File: src/hw/rtl/icv_pkg.sv
// ----------------------------------------------------------------------------
// icv_pkg
// shared types and constants of the impulse response convolver
// ----------------------------------------------------------------------------
package icv_pkg;

    localparam int SAMPLE_BITS    = 24;
    localparam int FUNC_BITS      = 2;
    localparam int COEF_IDX_BITS  = 10;
    localparam int TAP_COUNT_BITS = 11;

    localparam logic [FUNC_BITS-1:0] FUNC_WR_COEF = 2'd0;
    localparam logic [FUNC_BITS-1:0] FUNC_SAMPLE  = 2'd1;
    localparam logic [FUNC_BITS-1:0] FUNC_CLEAR   = 2'd2;

    typedef struct packed {
        logic clr;
        logic vld;
        logic last;
        logic hist_ok;
    } mac_ctl_t;

endpackage

File: src/hw/rtl/icv_mac.sv
// ----------------------------------------------------------------------------
// icv_mac
// multiply-accumulate pipeline with rounding and saturation of the sum
// ----------------------------------------------------------------------------
module icv_mac #(
    parameter int MAX_TAPS = 1024
) (
    input  logic                                    clk,
    input  logic                                    rst_n,
    input  icv_pkg::mac_ctl_t                       ctl,
    input  logic signed [icv_pkg::SAMPLE_BITS-1:0]  coef,
    input  logic signed [icv_pkg::SAMPLE_BITS-1:0]  hist,
    output logic                                    done,
    output logic [icv_pkg::SAMPLE_BITS-1:0]         res_sample,
    output logic                                    res_sat
);

    localparam int SW    = icv_pkg::SAMPLE_BITS;
    localparam int PW    = 2 * SW;
    localparam int ACC_W = PW + $clog2(MAX_TAPS) + 1;

    icv_pkg::mac_ctl_t         ctl1_reg;
    icv_pkg::mac_ctl_t         ctl2_reg;
    logic signed [PW-1:0]      prod_reg;
    logic signed [PW-1:0]      prod_next;
    logic signed [ACC_W-1:0]   acc_reg;
    logic signed [ACC_W-1:0]   acc_next;
    logic                      done_reg;
    logic                      done_next;
    logic signed [ACC_W-1:0]   rnd_sum;
    logic signed [ACC_W-1:0]   q;
    logic                      over_pos;
    logic                      over_neg;

    // stage 1 lines up with the memory read data
    always_ff @(posedge clk or negedge rst_n)
    begin
        if (!rst_n)
        begin
            ctl1_reg <= '0;
            ctl2_reg <= '0;
            done_reg <= 1'b0;
        end
        else
        begin
            ctl1_reg <= ctl;
            ctl2_reg <= ctl1_reg;
            done_reg <= done_next;
        end
    end

    always_comb
    begin
        prod_next = '0;
        if (ctl1_reg.hist_ok)
        begin
            prod_next = coef * hist;
        end
    end

    always_comb
    begin
        acc_next  = acc_reg;
        done_next = done_reg;
        if (ctl.clr)
        begin
            acc_next  = '0;
            done_next = 1'b0;
        end
        else if (ctl2_reg.vld)
        begin
            acc_next = acc_reg + ACC_W'(prod_reg);
            if (ctl2_reg.last)
            begin
                done_next = 1'b1;
            end
        end
    end

    always_ff @(posedge clk)
    begin
        prod_reg <= prod_next;
        acc_reg  <= acc_next;
    end

    // round half up, shift back to q1.23, saturate
    always_comb
    begin
        rnd_sum  = acc_reg + (ACC_W'(1) <<< (SW - 2));
        q        = rnd_sum >>> (SW - 1);
        over_pos = !q[ACC_W-1] && (|q[ACC_W-2:SW-1]);
        over_neg = q[ACC_W-1] && !(&q[ACC_W-2:SW-1]);
        res_sat  = over_pos || over_neg;
        if (over_pos)
        begin
            res_sample = {1'b0, {(SW-1){1'b1}}};
        end
        else if (over_neg)
        begin
            res_sample = {1'b1, {(SW-1){1'b0}}};
        end
        else
        begin
            res_sample = q[SW-1:0];
        end
    end

    assign done = done_reg;

endmodule

File: config.mk
export PLATFORM = sky130hd
export DESIGN_NAME = icv_mac
export DESIGN_NICKNAME = d
export VERILOG_FILES = /design/src/hw/rtl/icv_pkg.sv /design/src/hw/rtl/icv_mac.sv
export SDC_FILE = /design/constraint.sdc
export NUM_CORES = 2
export LEC_CHECK = 0
export CAP_MARGIN = 20
export CORE_ASPECT_RATIO = 0.8
export CORE_UTILIZATION = 40
export DETAILED_ROUTE_END_ITERATION = 10
export DONT_BUFFER_PORTS = 1
export HOLD_SLACK_MARGIN = 0.03
export PLACE_DENSITY = 0.66
export SYNTH_ARGS = -nofsm -noshare
export SYNTH_HDL_FRONTEND = slang
export SYNTH_SLANG_ARGS = --single-unit
File: constraint.sdc
create_clock -name clk -period 3.2 [get_ports clk]
set_input_delay 0.48 -clock clk [delete_from_list [all_inputs] [get_ports clk]]
set_output_delay 0.48 -clock clk [all_outputs]
set_load 0.03 [all_outputs]
==> impl_metrics.ini <==
[outcome]
status = finished, violations left
violations = design-rule violations, negative setup slack

[route]
drtAntennaViolNets = 0
routedWlPerCell_um = 16.7
vias = 22400
viasPerCell = 5.12
drt-initial-drc-count = 1283
routed_wirelength_um = 73400
drcViolationCount = 3
dr.pass1.iters = 8

[critical_path]
arrival_ps = 6330
critPathMaxStageDelay_ps = 560
critical-path-slowest-cell = fa_2
endpoint_kind = register
worstPathCellList = and2_4 -> fa_2 -> fa_1 -> inv_1 -> fa_1 -> fa_1 -> inv_1 -> fa_1 -> fa_1 -> inv_1 -> fa_1 -> inv_2 -> ha_4 -> a21o_1 -> a21o_1 -> a21oi_2 -> o21ai_1 -> a31oi_1 -> o21ai_1 -> a21o_2 -> a31oi_4 -> xor2_1 -> nor2_1
crit_fanout = 24
critPathBufInv = 4
critPathMostFrequentCell = fa_1
start_kind = input pin
cp_top_family = adder cells
worst-setup-path-type = input pin to register
worstPathRequired_ps = 3510

[synthesis]
synthFlopType = dfxtp_1
synth.area.top_cells = fa_1 42%, ha_1 8.4%, inv_1 8.1%, dfxtp_1 7.4%, and2_1 6.1%
syn_avg_cell_area_um2 = 8.85
yosys_warnings = 0
synth_top_area_frac = 0.423
synth_cell_type_count = 79
synth_edf_count = 0
synth_area_um2 = 28800
yosysSeqAreaShare = 0.0796
synthCells = 3255
async_flop_share = 0.0531
yosys.area.top_type = fa_1
syn-num-nets = 4110
ys_seq_elements = 113

[placed_design]
dp.cells = 4296
gp_congestion = 0.939
hpwl_um = 58300
io_buffers = 0

[timing]
slew_viol_final = 0
setup_viol = 65
min_period_ps = 6020
worst_pin_slew_ps = 874
tns_ps = -99370
rsz0062_at_grt = yes
hold_viol_final = 0
finClkSkew_ps = 11.7
max_freq_mhz = 166
fin_crit_sh = 1.88
slew_headroom = 0.417
setup_ws_ps = -2820

[grt]
grt_first_pass_wirelength_um = 125000
grt_overflow = 0
grt_use_total = 0.212
antenna_found_initial = 1
grt_max_degree = 73
grt_pass1_vias = 24500

[layout]
largest_reg_flops = 59
diodes = 0
fillers = 6522
final_cells = 4382
nets = 4290
syn2layout_area_growth_pct = 19.2
drive_gt1_frac = 0.184

[flow_run]
maxCapViolCount = 0

[floorplan]
die-height_um = 242
die-area_um2 = 73100
ios = 80
rows = 87
fp.coreArea_um2 = 70900
die_x_um = 302
initial_core_util = 0.406

[cts]
root_buffer = clkbuf_16
clock_path_buffers = 2
clock-sinks = 113
htreeDepth = 4
cts_tree = yes
cts_buffers = 17
clk_pin_slew_ps = 60
insertion_delay_ps = 440

[worst_hold_path]
worstHoldPathType = input pin to register
-- cell type report --
cell class	count	area, um2	share of cell area
clock buffer	18	439	0.0128
clock inverter	14	155	0.00452
inverter	623	2350	0.0684
multi-input combinational	2373	25300	0.736
sequential	113	2310	0.0673
tap	934	1170	0.0340
timing repair buffer	307	2630	0.0765
-- worst paths after layout --
| kind | cells after the start | slack [ps] | endpoint | start |
|---|---|---|---|---|
| setup / recovery | 23 | -2820 | prod_reg[38]$_SDFF_PN0_ | hist[2] |
| max in group asynchronous | 1 | 2620 | ctl2_reg[2]$_DFF_PN0_ | rst_n |
| hold reg to reg | 0 | 350 | ctl2_reg[2]$_DFF_PN0_ | ctl1_reg[2]$_DFF_PN0_ |
| setup reg to reg | 13 | 50 | acc_reg[56]$_SDFFE_PP0P_ | prod_reg[0]$_SDFF_PN0_ |
| min in group asynchronous | 1 | 350 | ctl2_reg[1]$_DFF_PN0_ | rst_n |
| hold / removal | 0 | 70 | ctl1_reg[0]$_DFF_PN0_ | ctl[0] |
-- layout by cell type, fill, tap and decap left out, types with 7 or more instances in the layout --
cell type and instances:
nor2b_1 11, ha_4 33, o21ai_0 44, and3_1 15, xor2_1 48, a211oi_1 14
nand2b_1 14, ha_1 154, o21bai_1 18, inv_2 37, o31ai_1 7, a21oi_1 91
nand2_1 357, buf_4 241, a31oi_1 9, xnor2_2 8, o21ai_4 22, o21ai_1 7
buf_6 58, fa_2 24, o21ai_2 9, and2_4 28, clkbuf_16 19, nor3_1 23
a21o_1 60, o211ai_1 10, and2_1 254, nor2_1 169, nand4_1 16, mux2i_1 32
o21a_1 16, fa_1 584, inv_1 581, dfxtp_1 98, a21oi_2 15, xnor2_1 67
nand3_1 39
-- what timing repair did --
item,4_1_cts,5_1_grt
buffers inserted,30,30
gates cloned,3,3
hold buffers,1,0
resized for setup,132,166
pin swaps,106,97
endpoints found under the setup margin,66,78
endpoints found under the hold margin,6,0
-- worst reg2reg max path, stage by stage, from the launching register on --
cell and delay [ps]:
dfxtp_1 350, ha_4 150, inv_2 40, fa_2 370
nor2b_2 140, o31a_1 210, o31ai_4 90, and2_4 160
a311o_1 440, nand3_4 160, a31oi_4 120, o31a_1 280
or4_1 510, nand3_1 80
-- metal layers --
metal | vias up | part of all wire | global-route usage
met1 | 11300 | 0.43 | 0.275
met5 | - | 0 | 0
met2 | 552 | 0.50 | 0.367
li1 | 10400 | - | -
met4 | 0 | 0.031 | 0.0634
met3 | 123 | 0.044 | 0.0260
-- through the flow --
stage / area [um2] / setup slack (ps) / hold WS, ps / utilization
detailed placement: 32000 / -3300 / 184 / 0.451
global route: 34300 / -3030 / 41.8 / 0.485
floorplan: 29700 / -3270 / 184 / -
global placement: 32000 / -3240 / 185 / 0.451
CTS: 33500 / -2800 / 45.7 / 0.472
finish: 34300 / -2820 / 67.2 / 0.485
-- logic make-up after synthesis --
group,share of synthesized area
AOI/OAI and AO/OA,0.0928
xor gates and xnor gates,0.0383
adders and majority gates,0.507
buffers and inverters,0.101
DFF,0.0796
muxes,0.0111
and+or+nand+nor,0.170
-- cell usage after synthesis (5+ instances only) --
| cell type | number |
|---|---|
| a211o_1 | 6 |
| a211oi_1 | 18 |
| a21o_1 | 61 |
| a21oi_1 | 112 |
| a31oi_1 | 16 |
| a41oi_1 | 5 |
| and2_1 | 281 |
| and3_1 | 18 |
| clkbuf_1 | 135 |
| dfrtp_1 | 6 |
| dfxtp_1 | 107 |
| fa_1 | 608 |
| ha_1 | 193 |
| inv_1 | 621 |
| mux2i_1 | 32 |
| nand2_1 | 368 |
| nand2b_1 | 15 |
| nand3_1 | 47 |
| nand4_1 | 16 |
| nor2_1 | 178 |
| nor2b_1 | 12 |
| nor3_1 | 29 |
| nor4_1 | 6 |
| o211ai_1 | 10 |
| o21a_1 | 16 |
| o21ai_0 | 78 |
| o21bai_1 | 22 |
| o22ai_1 | 6 |
| o31ai_1 | 10 |
| or3_1 | 6 |
| xnor2_1 | 76 |
| xor2_1 | 50 |
Power is not shown: default switching activity piles up to over one toggle a cycle in this logic, so the estimate is an artifact.
